`config.mk`:
```
export PLATFORM = sky130hd
export DESIGN_NAME = selective_repeat_sender_window
export DESIGN_NICKNAME = d
export VERILOG_FILES = /design/src/srsw_pkg.sv /design/src/srsw_dp.sv /design/src/srsw_ctrl.sv /design/src/selective_repeat_sender_window.sv
export VERILOG_INCLUDE_DIRS = /design/src /design/src/src
export SDC_FILE = /design/constraint.sdc
export NUM_CORES = 1
export LEC_CHECK = 0
export ABC_AREA = 1
export BUFFER_PORTS_ARGS = -buffer_cell sky130_fd_sc_hd__buf_2
export CAP_MARGIN = 20
export CORE_AREA = 3 3 191 193
export CTS_BUF_LIST = sky130_fd_sc_hd__clkbuf_8
export CTS_CLUSTER_DIAMETER = 30
export DETAILED_ROUTE_END_ITERATION = 6
export DIE_AREA = 0 0 194 196
export GPL_ROUTABILITY_DRIVEN = 0
export MAX_ROUTING_LAYER = met4
export PLACE_DENSITY_LB_ADDON = 0.1
export SLEW_MARGIN = 15
export SYNTH_ARGS = -nofsm -noshare
export SYNTH_HDL_FRONTEND = slang
export SYNTH_SLANG_ARGS = --single-unit
export TNS_END_PERCENT = 20
```
`constraint.sdc`:
```
create_clock -name clk -period 11.08 [get_ports clk]
set_clock_uncertainty 0.2 [all_clocks]
set_input_delay 2.216 -clock clk [delete_from_list [all_inputs] [get_ports clk]]
set_output_delay 2.216 -clock clk [all_outputs]
set_load 0.03 [all_outputs]
```
`src/selective_repeat_sender_window_defines.svh`:
```
// assertion macros for the selective-repeat sender window rtl, used in srsw_dp
// expects clk and rst_n in the scope where a macro is used
`ifndef SELECTIVE_REPEAT_SENDER_WINDOW_DEFINES_SVH
`define SELECTIVE_REPEAT_SENDER_WINDOW_DEFINES_SVH

// same-cycle implication, checked out of reset
`define SRSW_ASSERT_NOW(lbl, ante, cons, msg) \
  lbl: assert property (@(posedge clk) disable iff (!rst_n) (ante) |-> (cons)) \
    else $error(msg);

// next-cycle implication, checked out of reset
`define SRSW_ASSERT_NEXT(lbl, ante, cons, msg) \
  lbl: assert property (@(posedge clk) disable iff (!rst_n) (ante) |=> (cons)) \
    else $error(msg);

`endif

```
`src/srsw_pkg.sv`:
```
// shared types, codes and constants of the selective-repeat sender window
// no dependencies
`default_nettype none

package srsw_pkg;

  localparam int WINDOW_LIMIT_DEF = 32;
  localparam int SEQ_BITS_DEF     = 32;

  localparam int WS_W       = 6;
  localparam int TOTAL_W    = 32;
  localparam int LIMIT_W    = 2;
  localparam int BITMAP_W   = 32;
  localparam int CFG_DATA_W = 32;
  localparam int CFG_IDX_W  = 2;
  // window end can reach total_chunks + 1 or base + window, never wraps
  localparam int STOP_W     = TOTAL_W + 2;

  localparam logic [CFG_IDX_W-1:0] CFG_WINDOW_SIZE  = 2'd0;
  localparam logic [CFG_IDX_W-1:0] CFG_TOTAL_CHUNKS = 2'd1;
  localparam logic [CFG_IDX_W-1:0] CFG_RETRY_LIMIT  = 2'd2;

  localparam logic [WS_W-1:0]    WS_RESET    = 6'd1;
  localparam logic [TOTAL_W-1:0] TOTAL_RESET = 32'd1;
  localparam logic [LIMIT_W-1:0] LIMIT_RESET = 2'd3;

  typedef enum logic [1:0] {
    CMD_START   = 2'd0,
    CMD_ACK     = 2'd1,
    CMD_TIMEOUT = 2'd2
  } cmd_t;

  typedef enum logic [1:0] {
    KIND_SEND   = 2'd0,
    KIND_RESEND = 2'd1,
    KIND_DONE   = 2'd2,
    KIND_FAIL   = 2'd3
  } kind_t;

  typedef enum logic [1:0] {
    PH_IDLE = 2'd0,
    PH_WAIT = 2'd1,
    PH_DONE = 2'd2,
    PH_FAIL = 2'd3
  } phase_t;

  typedef enum logic [2:0] {
    ST_IDLE   = 3'd0,
    ST_DECODE = 3'd1,
    ST_ACKCHK = 3'd2,
    ST_SETUP  = 3'd3,
    ST_BUILD  = 3'd4,
    ST_WALK   = 3'd5,
    ST_SINGLE = 3'd6
  } state_t;

  typedef struct packed {
    logic latch;
    logic ack_upd;
    logic tmo_upd;
    logic setup;
    logic build;
    logic walk_step;
    logic push_walk;
    logic push_single;
  } dp_cmd_t;

  typedef struct packed {
    logic [1:0] cmd;
    logic       in_wait;
    logic       round_over;
    logic       past_end;
    logic       walk_emit;
    logic       walk_final;
    logic       out_free;
  } dp_stat_t;

endpackage

`default_nettype wire

```
`src/srsw_dp.sv`:
```
// datapath: config registers, window state, slot mask walker, output register
// depends on srsw_pkg and selective_repeat_sender_window_defines.svh
`default_nettype none
`include "selective_repeat_sender_window_defines.svh"

module srsw_dp #(
  parameter int WINDOW_LIMIT = srsw_pkg::WINDOW_LIMIT_DEF,
  parameter int SEQ_BITS     = srsw_pkg::SEQ_BITS_DEF
) (
  input  logic                             clk,
  input  logic                             rst_n,
  input  logic                             cfg_we,
  input  logic [srsw_pkg::CFG_IDX_W-1:0]   cfg_index,
  input  logic [srsw_pkg::CFG_DATA_W-1:0]  cfg_data,
  input  logic [1:0]                       in_cmd,
  input  logic [SEQ_BITS-1:0]              in_ack_seq,
  input  logic [srsw_pkg::BITMAP_W-1:0]    in_ack_bitmap,
  input  logic                             out_stall,
  output logic                             out_valid,
  output logic [1:0]                       out_kind,
  output logic [SEQ_BITS-1:0]              out_seq_num,
  output logic                             out_last,
  input  srsw_pkg::dp_cmd_t                cmd,
  output srsw_pkg::dp_stat_t               stat
);
  import srsw_pkg::*;

  localparam logic [WS_W-1:0] WL_V = WS_W'(WINDOW_LIMIT);

  logic [WS_W-1:0]    ws_r;
  logic [TOTAL_W-1:0] total_r;
  logic [LIMIT_W-1:0] limit_r;

  logic [1:0]          cmd_r;
  logic [SEQ_BITS-1:0] ack_seq_r;
  logic [BITMAP_W-1:0] ack_bitmap_r;

  logic [SEQ_BITS-1:0]     base_r, base_nxt;
  logic [BITMAP_W-1:0]     sack_r, sack_nxt;
  logic [SEQ_BITS-1:0]     round_end_r, round_end_nxt;
  logic [SEQ_BITS-1:0]     last_sent_r, last_sent_nxt;
  logic [LIMIT_W-1:0]      retry_r, retry_nxt;
  phase_t                  phase_r, phase_nxt;
  logic [STOP_W-1:0]       stop_r, stop_nxt;
  logic [WINDOW_LIMIT-1:0] mask_r, mask_nxt;
  logic [SEQ_BITS-1:0]     walk_seq_r, walk_seq_nxt;
  kind_t                   pend_r, pend_nxt;

  logic                out_valid_r, out_valid_nxt;
  kind_t               out_kind_r, out_kind_nxt;
  logic [SEQ_BITS-1:0] out_seq_r, out_seq_nxt;
  logic                out_last_r, out_last_nxt;

  logic [WS_W-1:0]         ws_eff;
  logic [STOP_W-1:0]       base_ext, total_ext, sum, lim, stop_val;
  logic                    past_end;
  logic [WS_W-1:0]         cnt;
  logic [WINDOW_LIMIT-1:0] mask_new;
  logic                    ack_take;
  logic [LIMIT_W-1:0]      retry_inc;
  logic                    walk_final;
  logic                    out_free;

  always_ff @(posedge clk) begin
    if (!rst_n) begin
      ws_r    <= WS_RESET;
      total_r <= TOTAL_RESET;
      limit_r <= LIMIT_RESET;
    end else if (cfg_we) begin
      case (cfg_index)
        CFG_WINDOW_SIZE:  ws_r    <= cfg_data[WS_W-1:0];
        CFG_TOTAL_CHUNKS: total_r <= cfg_data[TOTAL_W-1:0];
        CFG_RETRY_LIMIT:  limit_r <= cfg_data[LIMIT_W-1:0];
        default: ;
      endcase
    end
  end

  always_ff @(posedge clk) begin
    if (cmd.latch) begin
      cmd_r        <= in_cmd;
      ack_seq_r    <= in_ack_seq;
      ack_bitmap_r <= in_ack_bitmap;
    end
  end

  // zero acts as one slot, oversize clips to the window limit
  assign ws_eff = (ws_r == '0) ? WS_W'(1) : ((ws_r > WL_V) ? WL_V : ws_r);

  assign base_ext  = STOP_W'(base_r);
  assign total_ext = STOP_W'(total_r);
  assign past_end  = base_ext > total_ext;
  assign sum       = base_ext + STOP_W'(ws_eff);
  assign lim       = total_ext + STOP_W'(1);
  assign stop_val  = (sum > lim) ? lim : sum;

  assign cnt = WS_W'(stop_r - base_ext);

  // base slot always goes out, later slots up to the window end unless already acked
  assign mask_new[0] = 1'b1;
  for (genvar g = 1; g < WINDOW_LIMIT; g++) begin : g_mask
    assign mask_new[g] = (cnt > WS_W'(g)) && !sack_r[g-1];
  end

  assign ack_take   = (ack_seq_r > base_r) || (|(ack_bitmap_r & ~sack_r));
  assign retry_inc  = retry_r + LIMIT_W'(1);
  assign walk_final = (mask_r >> 1) == '0;
  assign out_free   = !out_valid_r || !out_stall;

  always_comb begin
    base_nxt      = base_r;
    sack_nxt      = sack_r;
    round_end_nxt = round_end_r;
    last_sent_nxt = last_sent_r;
    retry_nxt     = retry_r;
    phase_nxt     = phase_r;
    stop_nxt      = stop_r;
    mask_nxt      = mask_r;
    walk_seq_nxt  = walk_seq_r;
    pend_nxt      = pend_r;

    if (cmd.ack_upd && ack_take) begin
      base_nxt = ack_seq_r;
      sack_nxt = ack_bitmap_r;
    end
    if (cmd.tmo_upd) begin
      retry_nxt = retry_inc;
      if (retry_inc < limit_r) begin
        pend_nxt = KIND_RESEND;
      end else begin
        pend_nxt  = KIND_FAIL;
        phase_nxt = PH_FAIL;
      end
    end
    if (cmd.setup) begin
      retry_nxt = '0;
      if (past_end) begin
        phase_nxt = PH_DONE;
        pend_nxt  = KIND_DONE;
      end else begin
        stop_nxt      = stop_val;
        round_end_nxt = stop_val[SEQ_BITS-1:0];
      end
    end
    if (cmd.build) begin
      mask_nxt     = mask_new;
      walk_seq_nxt = base_r;
      phase_nxt    = PH_WAIT;
    end
    if (cmd.walk_step) begin
      mask_nxt     = mask_r >> 1;
      walk_seq_nxt = walk_seq_r + SEQ_BITS'(1);
      if (cmd.push_walk) begin
        last_sent_nxt = walk_seq_r;
      end
    end
  end

  always_comb begin
    out_valid_nxt = out_valid_r && out_stall;
    out_kind_nxt  = out_kind_r;
    out_seq_nxt   = out_seq_r;
    out_last_nxt  = out_last_r;
    if (cmd.push_walk) begin
      out_valid_nxt = 1'b1;
      out_kind_nxt  = KIND_SEND;
      out_seq_nxt   = walk_seq_r;
      out_last_nxt  = walk_final;
    end else if (cmd.push_single) begin
      out_valid_nxt = 1'b1;
      out_kind_nxt  = pend_r;
      out_seq_nxt   = (pend_r == KIND_RESEND) ? last_sent_r : '0;
      out_last_nxt  = 1'b1;
    end
  end

  always_ff @(posedge clk) begin
    if (!rst_n) begin
      base_r      <= SEQ_BITS'(1);
      sack_r      <= '0;
      round_end_r <= SEQ_BITS'(1);
      last_sent_r <= '0;
      retry_r     <= '0;
      phase_r     <= PH_IDLE;
      mask_r      <= '0;
      out_valid_r <= 1'b0;
    end else begin
      base_r      <= base_nxt;
      sack_r      <= sack_nxt;
      round_end_r <= round_end_nxt;
      last_sent_r <= last_sent_nxt;
      retry_r     <= retry_nxt;
      phase_r     <= phase_nxt;
      mask_r      <= mask_nxt;
      out_valid_r <= out_valid_nxt;
    end
  end

  always_ff @(posedge clk) begin
    stop_r     <= stop_nxt;
    walk_seq_r <= walk_seq_nxt;
    pend_r     <= pend_nxt;
    out_kind_r <= out_kind_nxt;
    out_seq_r  <= out_seq_nxt;
    out_last_r <= out_last_nxt;
  end

  assign out_valid   = out_valid_r;
  assign out_kind    = out_kind_r;
  assign out_seq_num = out_seq_r;
  assign out_last    = out_last_r;

  assign stat.cmd        = cmd_r;
  assign stat.in_wait    = (phase_r == PH_WAIT);
  assign stat.round_over = (base_r >= round_end_r);
  assign stat.past_end   = past_end;
  assign stat.walk_emit  = mask_r[0];
  assign stat.walk_final = walk_final;
  assign stat.out_free   = out_free;

  `SRSW_ASSERT_NOW(a_push_room, cmd.push_walk || cmd.push_single, out_free, "result pushed over a pending transfer")
  `SRSW_ASSERT_NOW(a_push_excl, 1'b1, $onehot0({cmd.push_walk, cmd.push_single}), "two result sources at once")
  `SRSW_ASSERT_NEXT(a_build_base, cmd.build, mask_r[0] && (phase_r == PH_WAIT), "round built without base slot")
  `SRSW_ASSERT_NOW(a_walk_slot, cmd.push_walk, mask_r[0] && cmd.walk_step, "send pushed for a skipped slot")

endmodule

`default_nettype wire

```
`src/srsw_ctrl.sv`:
```
// controller state machine: sequences decode, ack check, round setup, the slot walk and single results
// depends on srsw_pkg
`default_nettype none

module srsw_ctrl (
  input  logic               clk,
  input  logic               rst_n,
  input  logic               in_valid,
  output logic               in_stall,
  input  srsw_pkg::dp_stat_t stat,
  output srsw_pkg::dp_cmd_t  cmd
);
  import srsw_pkg::*;

  state_t state_r, state_nxt;

  always_ff @(posedge clk) begin
    if (!rst_n) begin
      state_r <= ST_IDLE;
    end else begin
      state_r <= state_nxt;
    end
  end

  assign in_stall = (state_r != ST_IDLE);

  always_comb begin
    cmd       = '0;
    state_nxt = state_r;
    case (state_r)
      ST_IDLE: begin
        if (in_valid) begin
          cmd.latch = 1'b1;
          state_nxt = ST_DECODE;
        end
      end
      ST_DECODE: begin
        case (stat.cmd)
          CMD_START: state_nxt = ST_SETUP;
          CMD_ACK: begin
            if (stat.in_wait) begin
              cmd.ack_upd = 1'b1;
              state_nxt   = ST_ACKCHK;
            end else begin
              state_nxt = ST_IDLE;
            end
          end
          CMD_TIMEOUT: begin
            if (stat.in_wait) begin
              cmd.tmo_upd = 1'b1;
              state_nxt   = ST_SINGLE;
            end else begin
              state_nxt = ST_IDLE;
            end
          end
          default: state_nxt = ST_IDLE;
        endcase
      end
      ST_ACKCHK: begin
        state_nxt = stat.round_over ? ST_SETUP : ST_IDLE;
      end
      ST_SETUP: begin
        cmd.setup = 1'b1;
        state_nxt = stat.past_end ? ST_SINGLE : ST_BUILD;
      end
      ST_BUILD: begin
        cmd.build = 1'b1;
        state_nxt = ST_WALK;
      end
      ST_WALK: begin
        // acked slots step past without needing the output register
        if (!stat.walk_emit || stat.out_free) begin
          cmd.walk_step = 1'b1;
          cmd.push_walk = stat.walk_emit;
          if (stat.walk_final) begin
            state_nxt = ST_IDLE;
          end
        end
      end
      ST_SINGLE: begin
        if (stat.out_free) begin
          cmd.push_single = 1'b1;
          state_nxt       = ST_IDLE;
        end
      end
      default: state_nxt = ST_IDLE;
    endcase
  end

endmodule

`default_nettype wire

```
`src/selective_repeat_sender_window.sv`:
```
// Selective-repeat ARQ sender window. An event is taken only while the block
// is idle. A start, or an ack that completes the round, goes through decode
// and round setup (an ack also through the ack check), builds the slot mask
// and then walks the window one slot per cycle, holding on a slot to be sent
// while the output is stalled, and issues one send transfer for every slot up
// to the window end not marked in the ack bitmap. A round set up past the last
// chunk goes from setup to its done result. An ack that does not finish the
// round returns to idle with no result; a timeout in the wait phase gives its
// single result. The output register lets the last result of an event wait
// while the next event is accepted.
// top level: srsw_ctrl and srsw_dp, types from srsw_pkg
`default_nettype none

module selective_repeat_sender_window #(
  parameter int WINDOW_LIMIT = srsw_pkg::WINDOW_LIMIT_DEF,
  parameter int SEQ_BITS     = srsw_pkg::SEQ_BITS_DEF
) (
  input  logic                            clk,
  input  logic                            rst_n,
  input  logic                            cfg_we,
  input  logic [srsw_pkg::CFG_IDX_W-1:0]  cfg_index,
  input  logic [srsw_pkg::CFG_DATA_W-1:0] cfg_data,
  input  logic                            in_valid,
  output logic                            in_stall,
  input  logic [1:0]                      in_cmd,
  input  logic [SEQ_BITS-1:0]             in_ack_seq,
  input  logic [srsw_pkg::BITMAP_W-1:0]   in_ack_bitmap,
  output logic                            out_valid,
  input  logic                            out_stall,
  output logic [1:0]                      out_kind,
  output logic [SEQ_BITS-1:0]             out_seq_num,
  output logic                            out_last
);
  import srsw_pkg::*;

  dp_cmd_t  cmd;
  dp_stat_t stat;

  srsw_ctrl u_ctrl (
    .clk      (clk),
    .rst_n    (rst_n),
    .in_valid (in_valid),
    .in_stall (in_stall),
    .stat     (stat),
    .cmd      (cmd)
  );

  srsw_dp #(
    .WINDOW_LIMIT (WINDOW_LIMIT),
    .SEQ_BITS     (SEQ_BITS)
  ) u_dp (
    .clk           (clk),
    .rst_n         (rst_n),
    .cfg_we        (cfg_we),
    .cfg_index     (cfg_index),
    .cfg_data      (cfg_data),
    .in_cmd        (in_cmd),
    .in_ack_seq    (in_ack_seq),
    .in_ack_bitmap (in_ack_bitmap),
    .out_stall     (out_stall),
    .out_valid     (out_valid),
    .out_kind      (out_kind),
    .out_seq_num   (out_seq_num),
    .out_last      (out_last),
    .cmd           (cmd),
    .stat          (stat)
  );

endmodule

`default_nettype wire
```
==> out/metrics.yaml, run 1 <==
die:
  die_w_um: 194
  initial_core_util: 0.602
  row_count: 68
  core_area_mm2: 0.0347
  die-area_mm2: 0.0380
  die-height_um: 196
  ioPinCount: 142
synth:
  yosysTopAreaCell: "dfxtp_1"
  yosysMostFrequentCell: "nand2_1"
  synth_ff_type: "dfxtp_1"
  synth_area_leaders: "dfxtp_1 20%, edfxtp_1 20%, nand2_1 10%, ha_1 8.6%, inv_1 7.4%"
  synth_nets: 3052
  syn_avg_cell_area_um2: 7.45
  yosysWarnings: 0
  netlist_area_mm2: 0.0209
  synthTopCellsByCount: "559 x nand2_1, 409 x inv_1, 327 x nor2_1"
  yosysSeqAreaShare: 0.400
  synthCells: 2802
  synth_seq_cells: 349
  async_reset_ff_frac: 0
  synth_top_area_share: 0.203
  ys_types: 52
  synth_edf_count: 137
clock_tree:
  clkTransAtPathRegs_ps: 50
  ctsHoldBuffers: 0
  clkLatencyLatePin_ps: 640
  tritoncts: "done"
  cts.sinks: 349
  cts_setup_buffers: 0
  h-tree-depth: 3
  root_buffer: "clkbuf_8"
  cts_resized: 0
  cts_buffers: 82
  clockBufferDepth: 3
final_layout:
  finish.utilization: 0.684
  drive_above_1_share: 0.124
  synthToLayoutAreaGrowth_pct: 13.7
  layout.cells.non_filler: 3464
  final_cell_area_mm2: 0.0237
  nets: 3188
placed_design:
  portBuffers: 141
  dp_slack_ps: 5500
  dpl_cell_area_mm2: 0.0217
  placed_cells: 3307
  dp_hpwl_mm: 43.9
sta:
  fin_crit_sh: 0.525
  hold_viol: 0
  finalSetupTns_ps: 0
  worst_slack_ps: 5270
  setup_viol: 0
  worst_pin_slew_ps: 1070
  period_needed_ps: 5810
  slew_headroom: 0.285
  rsz0062_at_grt: "no"
  fmax_ghz: 0.172
  slew_violations: 0
  whs_ps: 264
route:
  drt_iter0_drc: 1937
  via_count: 19510
  drc: 0
  wl_mm: 60.1
  vias_per_cell: 5.63
  wire_per_inst_um: 17.3
  antenna_left: 0
  drt-pass1-iter-count: 6
status:
  status: "complete, no violations"
worst_setup_path:
  timing.rr.end: "u_dp.stop_r[0]"
  rr_worst_depth: 23
  rrSetupSlack_ps: 5270
  r2r_start: "u_dp.ws_r[2]"
  cp.arrival_ps: 6000
  path_max_fanout: 45
  cp_data_required_time_ps: 11270
  start_kind: "flip-flop"
  endpoint_kind: "flip-flop"
  crit_end: "u_dp.stop_r[0]"
  worstSetupStartpoint: "u_dp.ws_r[2]"
  critical_path_class: "flip-flop to flip-flop"
flow_run:
  maxCapViolations: 0
global_route:
  grtUsageTotal: 0.316
  antenna_found_initial: 2
  grt_pass1_vias: 18512
  grt_start_max_net_pins: 109
  grt_pass1_wl_mm: 94.6
  overflow: 0
pwr:
  total_power_mw: 3.44
  power.density_mw_per_mm2: 145
  p_leak_nw: 10.7
  peakVddDrop_uv: 180
min_path:
  hold_depth: 2
  hold_path.class: "flip-flop to flip-flop"
## worst min-delay path by stage
stage,from,endpoint
after CTS,u_dp.phase_r[0],u_dp.phase_r[0]
after detailed placement,u_dp.phase_r[0],u_dp.phase_r[0]
after global routing,u_dp.mask_r[31],u_dp.mask_r[31]
final,u_dp.mask_r[31],u_dp.mask_r[31]
after floorplan,u_dp.round_end_r[0],u_dp.round_end_r[0]
after global placement,u_dp.phase_r[0],u_dp.phase_r[0]
## where the power goes
group          switching (mW)  total, mW  internal (mW)  leakage, nW
sequential             0.0257       1.40           1.38         2.99
combinational           0.178      0.264         0.0859         6.62
clock                   0.641       1.77           1.13         1.05
total                   0.845       3.44           2.59         10.7
## layout by cell type, fill, tap and decap left out, types with 3 or more instances in the layout
master,n
inv_1,425
nor3_2,8
o21ai_0,95
buf_4,11
clkinv_2,17
nand2_4,4
nand2_2,10
nand4_1,52
a21oi_1,277
nor2_1,325
nor4_1,9
inv_2,24
clkinv_1,7
edfxtp_1,137
xor2_1,67
a21oi_2,3
nand3b_1,8
o211ai_1,3
o21a_1,8
a21o_1,7
nand2_1,557
ha_1,143
dfxtp_1,212
nor3_1,45
a31oi_1,12
clkbuf_8,90
nor3_4,3
bufinv_16,16
nand3_2,6
nor2_2,10
xnor2_1,5
clkinvlp_4,7
o21ai_1,8
nor2_4,12
a21boi_1,10
o22ai_1,31
buf_2,140
nand3_1,179
## registers in the layout, summed over array words and instances, names as in the netlist, 32 cells and up
| register | count |
|---|---|
| u_dp.total_r | 32 |
| u_dp.sack_r | 32 |
| u_dp.round_end_r | 32 |
| u_dp.base_r | 32 |
| u_dp.last_sent_r | 32 |
| u_dp.ack_seq_r | 32 |
| u_dp.mask_r | 32 |
| u_dp.walk_seq_r | 32 |
| u_dp.ack_bitmap_r | 32 |
| u_dp.out_seq_num | 32 |
## critical path, cell delays in order, from the launching register on
cell     delay, ps
dfxtp_1        300
nor3_1         210
nand3_1        140
a21oi_1        170
ha_1           200
inv_1           60
fa_1           380
inv_1          120
nand3_1         90
nand2_1        190
a21oi_2        150
nor2_1         110
nand2_1         80
xor2_1         210
inv_1           70
ha_1           290
a21oi_1        160
o21a_1         130
nand2_1         50
a21oi_1        170
nand3_2        730
nand2_1       1030
nand2_1        130
and2_1         190
## per-layer routing
metal,global-route usage,wire length [um]
met5,-,0
met4,0.159,3240
met3,0.0508,5200
met2,0.486,26900
met1,0.406,24700
## cell families after synthesis
logic type      after synthesis  share of synthesized area
compound gates              462                      0.119
xor+xnor                     72                     0.0302
fa+ha+maj                   145                     0.0876
buf+inv                     537                      0.103
flops                       349                      0.400
simple gates               1237                      0.260
## cell type report
type | instances | area (um2)
fillers | 3030 | 11000
multi-input cells | 1916 | 10400
flip-flops and latches | 349 | 8360
inverters | 436 | 1640
clock buffers | 90 | 1240
repair buffers | 153 | 823
clock inverters | 63 | 721
well taps | 455 | 569
diodes | 2 | 5.00
(Power assumes the default switching activity.)
==> run 2: changes to the inputs <==
==> constraint.sdc (replaced) <==
create_clock -name clk -period 5.85 [get_ports clk]
set_clock_uncertainty 0.2 [all_clocks]
set_input_delay 1.17 -clock clk [delete_from_list [all_inputs] [get_ports clk]]
set_output_delay 1.17 -clock clk [all_outputs]
set_load 0.03 [all_outputs]
==> out/metrics.yaml, run 2 (same netlist as run 1, synthesis figures left out) <==
status:
  status: "complete, no violations"
worst_setup_path:
  path_common_cell: "nand2_1"
  endpoint_kind: "flip-flop"
  rr_worst_depth: 23
  cp.arrival_ps: 5000
  rrSetupSlack_ps: 1040
  cp_cell_sequence: "nor3_1 -> nand3_1 -> a21oi_1 -> ha_1 -> inv_1 -> fa_1 -> inv_1 -> nand3_1 -> nand2_1 -> a21oi_2 -> nor2_1 -> nand2_1 -> xor2_1 -> inv_1 -> ha_1 -> nand2_1 -> nor2_2 -> nand4_1 -> nor2_2 -> nand4_2 -> nand2_1 -> nand2_1 -> and2_1"
  critPathMaxStageDelay_ps: 670
  critical_path_class: "flip-flop to flip-flop"
  crit_path_top_delay_cell: "nand2_1"
  path_max_fanout: 20
  timing.rr.end: "u_dp.stop_r[0]"
  cp_data_required_time_ps: 6040
  start_kind: "flip-flop"
  r2r_start: "u_dp.ws_r[2]"
die:
  die-area_mm2: 0.0380
  initial_core_util: 0.602
  core_area_mm2: 0.0347
  ioPinCount: 142
  die-height_um: 196
  row_count: 68
  die_w_um: 194
placed_design:
  placed_cells: 3312
  dp_slack_ps: 1220
  dp_hpwl_mm: 43.8
  portBuffers: 141
pwr:
  clockPowerShare: 0.497
  internal-power_mw: 4.69
  switching_share: 0.253
  peakVddDrop_uv: 183
  power.switching_mw: 1.59
  combPwrFrac: 0.079
  p_seq_frac: 0.424
  p_leak_nw: 10.6
  power.density_mw_per_mm2: 265
  total_power_mw: 6.28
final_layout:
  final_common_cell: "nand2_1"
  synthToLayoutAreaGrowth_pct: 13.3
  nets: 3190
  drive_above_1_share: 0.125
  final_cell_mix: "558 x nand2_1, 421 x inv_1, 325 x nor2_1"
  layout.cells.non_filler: 3461
route:
  drt_iter0_drc: 1749
  vias_per_cell: 5.62
  drc: 0
  via_count: 19455
  drt-pass1-iter-count: 7
  antenna_left: 0
  wl_mm: 59.2
  wire_per_inst_um: 17.1
clock_tree:
  clockBufferDepth: 3
  clkLatencyLatePin_ps: 640
  cts_setup_buffers: 0
  root_buffer: "clkbuf_8"
  ctsHoldBuffers: 0
  h-tree-depth: 3
  cts.sinks: 349
  tritoncts: "done"
  cts_buffers: 79
  cts_resized: 0
  clkTransAtPathRegs_ps: 60
min_path:
  hold_path.class: "flip-flop to flip-flop"
  hold_depth: 2
  worstHoldStart: "u_dp.phase_r[0]"
  hold_path_end: "u_dp.phase_r[0]"
flow_run:
  maxCapViolations: 0
global_route:
  grt_pass1_wl_mm: 93.7
  antenna_found_initial: 1
  grt_start_max_net_pins: 92
  overflow: 0
  grt_pass1_vias: 18206
  grtUsageTotal: 0.312
sta:
  worst_pin_slew_ps: 1030
  fin_crit_sh: 0.822
  finalSetupTns_ps: 0
  fmax_ghz: 0.208
  rsz0062_at_grt: "no"
  slew_violations: 0
  hold_viol: 0
  worst_slack_ps: 1040
  slew_headroom: 0.315
  setup_viol: 0
  period_needed_ps: 4810
-- run 2: changes by cell type in the layout (fill, tap and decap cells not counted) --
cell	change
buf_4	+5
bufinv_16	-6
clkbuf_8	+3
clkinv_1	-2
clkinv_2	-9
clkinv_4	+5
clkinvlp_4	+5
diode_2	-1
inv_1	-4
inv_6	+1
nand2_1	+1
nand2_2	-1
-- run 2: area by class of cell --
| cell class | count | area [um2] |
|---|---|---|
| Clock inverter | 53 | 563 |
| Multi-Input combinational cell | 1916 | 10400 |
| Clock buffer | 93 | 1280 |
| Fill cell | 2961 | 11000 |
| Timing Repair Buffer | 158 | 861 |
| Inverter | 436 | 1640 |
| Tap cell | 455 | 569 |
| Antenna cell | 1 | 2.50 |
| Sequential cell | 349 | 8360 |
-- run 2: stage by stage --
| step | cell area, um2 | hold WS (ps) | utilization |
|---|---|---|---|
| after floorplan | 20900 | 240 | - |
| after global placement | 21800 | 250 | 0.627 |
| after detailed placement | 21800 | 254 | 0.627 |
| after CTS | 23600 | 264 | 0.681 |
| after global routing | 23700 | 299 | 0.682 |
| final | 23700 | 266 | 0.682 |
-- run 2: power by group through the flow --
stage / clock [mW] / sequential, mW / combinational (mW)
5_1_grt: 3.29 / 2.66 / 0.559
6_report: 3.12 / 2.66 / 0.496
4_1_cts: 3.17 / 2.66 / 0.489
3_3_place_gp: 0 / 2.71 / 0.472
3_5_place_dp: 0 / 2.71 / 0.486
2_1_floorplan: 0 / 2.69 / 0.339
-- run 2: critical path: cells and delay by family, from the launching register on --
family / cells / cell delay (ps)
and+or+nand+nor: 14 / 2450
adders and majority gates: 3 / 860
DFF: 1 / 310
AOI/OAI and AO/OA: 2 / 290
buffers and inverters: 3 / 240
xor gates and xnor gates: 1 / 200
-- run 2: worst max-delay path by stage --
stage                             from                    to  slack (ps)
final                     u_dp.ws_r[2]        u_dp.stop_r[0]        1040
after global routing      u_dp.ws_r[2]        u_dp.stop_r[0]         560
after CTS                 u_dp.ws_r[2]        u_dp.stop_r[0]        1160
after detailed placement  u_dp.ws_r[2]        u_dp.stop_r[0]        1220
after global placement    u_dp.ws_r[2]        u_dp.stop_r[0]        1340
after floorplan               in_valid  u_dp.ack_bitmap_r[0]        1210
-- run 2: layer usage --
metal,global-route usage,part of all wire
met4,0.141,0.048
met1,0.403,0.42
met3,0.0608,0.089
met5,-,0
met2,0.480,0.45
==> run 3: changes to the inputs <==
==> constraint.sdc (replaced) <==
create_clock -name clk -period 4.6 [get_ports clk]
set_clock_uncertainty 0.2 [all_clocks]
set_input_delay 0.92 -clock clk [delete_from_list [all_inputs] [get_ports clk]]
set_output_delay 0.92 -clock clk [all_outputs]
set_load 0.03 [all_outputs]
==> out/metrics.yaml, run 3 (same netlist as run 1, synthesis figures left out) <==
global_route:
  overflow: 0
  grtUsageTotal: 0.318
  grt_start_max_net_pins: 79
  grt_pass1_wl_mm: 95.4
  antenna_found_initial: 1
  grt_pass1_vias: 18646
sta:
  period_needed_ps: 4250
  worst_slack_ps: 349
  slew_headroom: 0.393
  slew_violations: 0
  setup_viol: 0
  hold_viol: 0
  fmax_ghz: 0.235
  finalSetupTns_ps: 0
  worst_pin_slew_ps: 911
  whs_ps: 248
  fin_crit_sh: 0.924
clock_tree:
  h-tree-depth: 3
  cts_buffers: 81
  clockBufferDepth: 3
  root_buffer: "clkbuf_8"
  tritoncts: "done"
  cts.sinks: 349
  clkLatencyLatePin_ps: 660
  clkTransAtPathRegs_ps: 60
die:
  die-area_mm2: 0.0380
  ioPinCount: 142
  core_area_mm2: 0.0347
  row_count: 68
  initial_core_util: 0.602
  die-height_um: 196
  die_w_um: 194
final_layout:
  drive_above_1_share: 0.133
  layout.cells.non_filler: 3487
  final_common_cell: "nand2_1"
  final_cell_mix: "557 x nand2_1, 422 x inv_1, 324 x nor2_1"
  diodes: 0
  nets: 3214
  synthToLayoutAreaGrowth_pct: 15.0
worst_setup_path:
  critical_path_class: "flip-flop to flip-flop"
  path_max_fanout: 20
  endpoint_kind: "flip-flop"
  cp.arrival_ps: 4450
  cp_data_required_time_ps: 4800
  crit_path_top_delay_cell: "fa_1"
  critPathMaxStageDelay_ps: 390
  start_kind: "flip-flop"
  rr_worst_depth: 28
  path_common_cell: "nand2_1"
status:
  status: "finished, violations left"
  violations: "design-rule violations"
route:
  drt_iter0_drc: 1847
  vias_per_cell: 5.61
  antenna_left: 0
  drt-pass1-iter-count: 7
  drc: 10
  via_count: 19568
  wl_mm: 60.6
  wire_per_inst_um: 17.4
min_path:
  hold_depth: 1
  hold_path.class: "input port to flip-flop"
flow_run:
  maxCapViolations: 0
pwr:
  power.density_mw_per_mm2: 342
  total_power_mw: 8.21
  peakVddDrop_uv: 311
  p_leak_nw: 10.8
placed_design:
  placed_cells: 3331
  dp_slack_ps: 355
  dp_hpwl_mm: 44.8
  portBuffers: 141
[run 3: path summary, 6_finish.rpt]
path / start / endpoint / slack [ps]
worst max-delay path: u_dp.ws_r[2] / u_dp.stop_r[0] / 350
worst min-delay path: in_ack_bitmap[14] / u_dp.ack_bitmap_r[14] / 250
worst max register to register: u_dp.ws_r[2] / u_dp.stop_r[0] / 350
worst min register to register: u_dp.phase_r[0] / u_dp.phase_r[0] / 270
[run 3: critical path: cells and delay by family, from the launching register on]
kind / cells / cell delay, ps
adders and majority gates: 3 / 890
DFF: 1 / 320
AOI/OAI and AO/OA: 3 / 390
buffers and inverters: 6 / 640
xor gates and xnor gates: 1 / 130
and+or+nand+nor: 15 / 1430
[run 3: through the flow]
step / util / cell area (um2)
2_1_floorplan: - / 20900
3_3_place_gp: 0.633 / 22000
3_5_place_dp: 0.633 / 22000
4_1_cts: 0.688 / 23900
5_1_grt: 0.692 / 24000
6_report: 0.692 / 24000
[run 3: timing repair]
item	4_1_cts	5_1_grt
endpoints found under the setup margin	0	38
setup buffers	0	2
hold buffers	0	0
resized for setup	0	8
[run 3: layer usage]
layer	GRT usage	share of wire	vias up
met4	0.166	0.054	0
met3	0.0550	0.084	232
met5	-	0	-
li1	-	-	9501
met2	0.491	0.45	879
met1	0.404	0.42	8956
[run 3: report_power, final]
part / internal [mW] / switching (mW) / leakage [nW]
Clock: 2.64 / 1.53 / 1.02
Sequential: 3.32 / 0.0625 / 2.99
Combinational: 0.218 / 0.440 / 6.78
[run 3: area by class of cell]
class / instances / area (um2)
Timing Repair Buffer: 180 / 1080
Inverter: 436 / 1640
Sequential cell: 349 / 8360
Tap cell: 455 / 569
Clock buffer: 95 / 1310
Clock inverter: 56 / 627
Fill cell: 2964 / 10700
Multi-Input combinational cell: 1916 / 10400
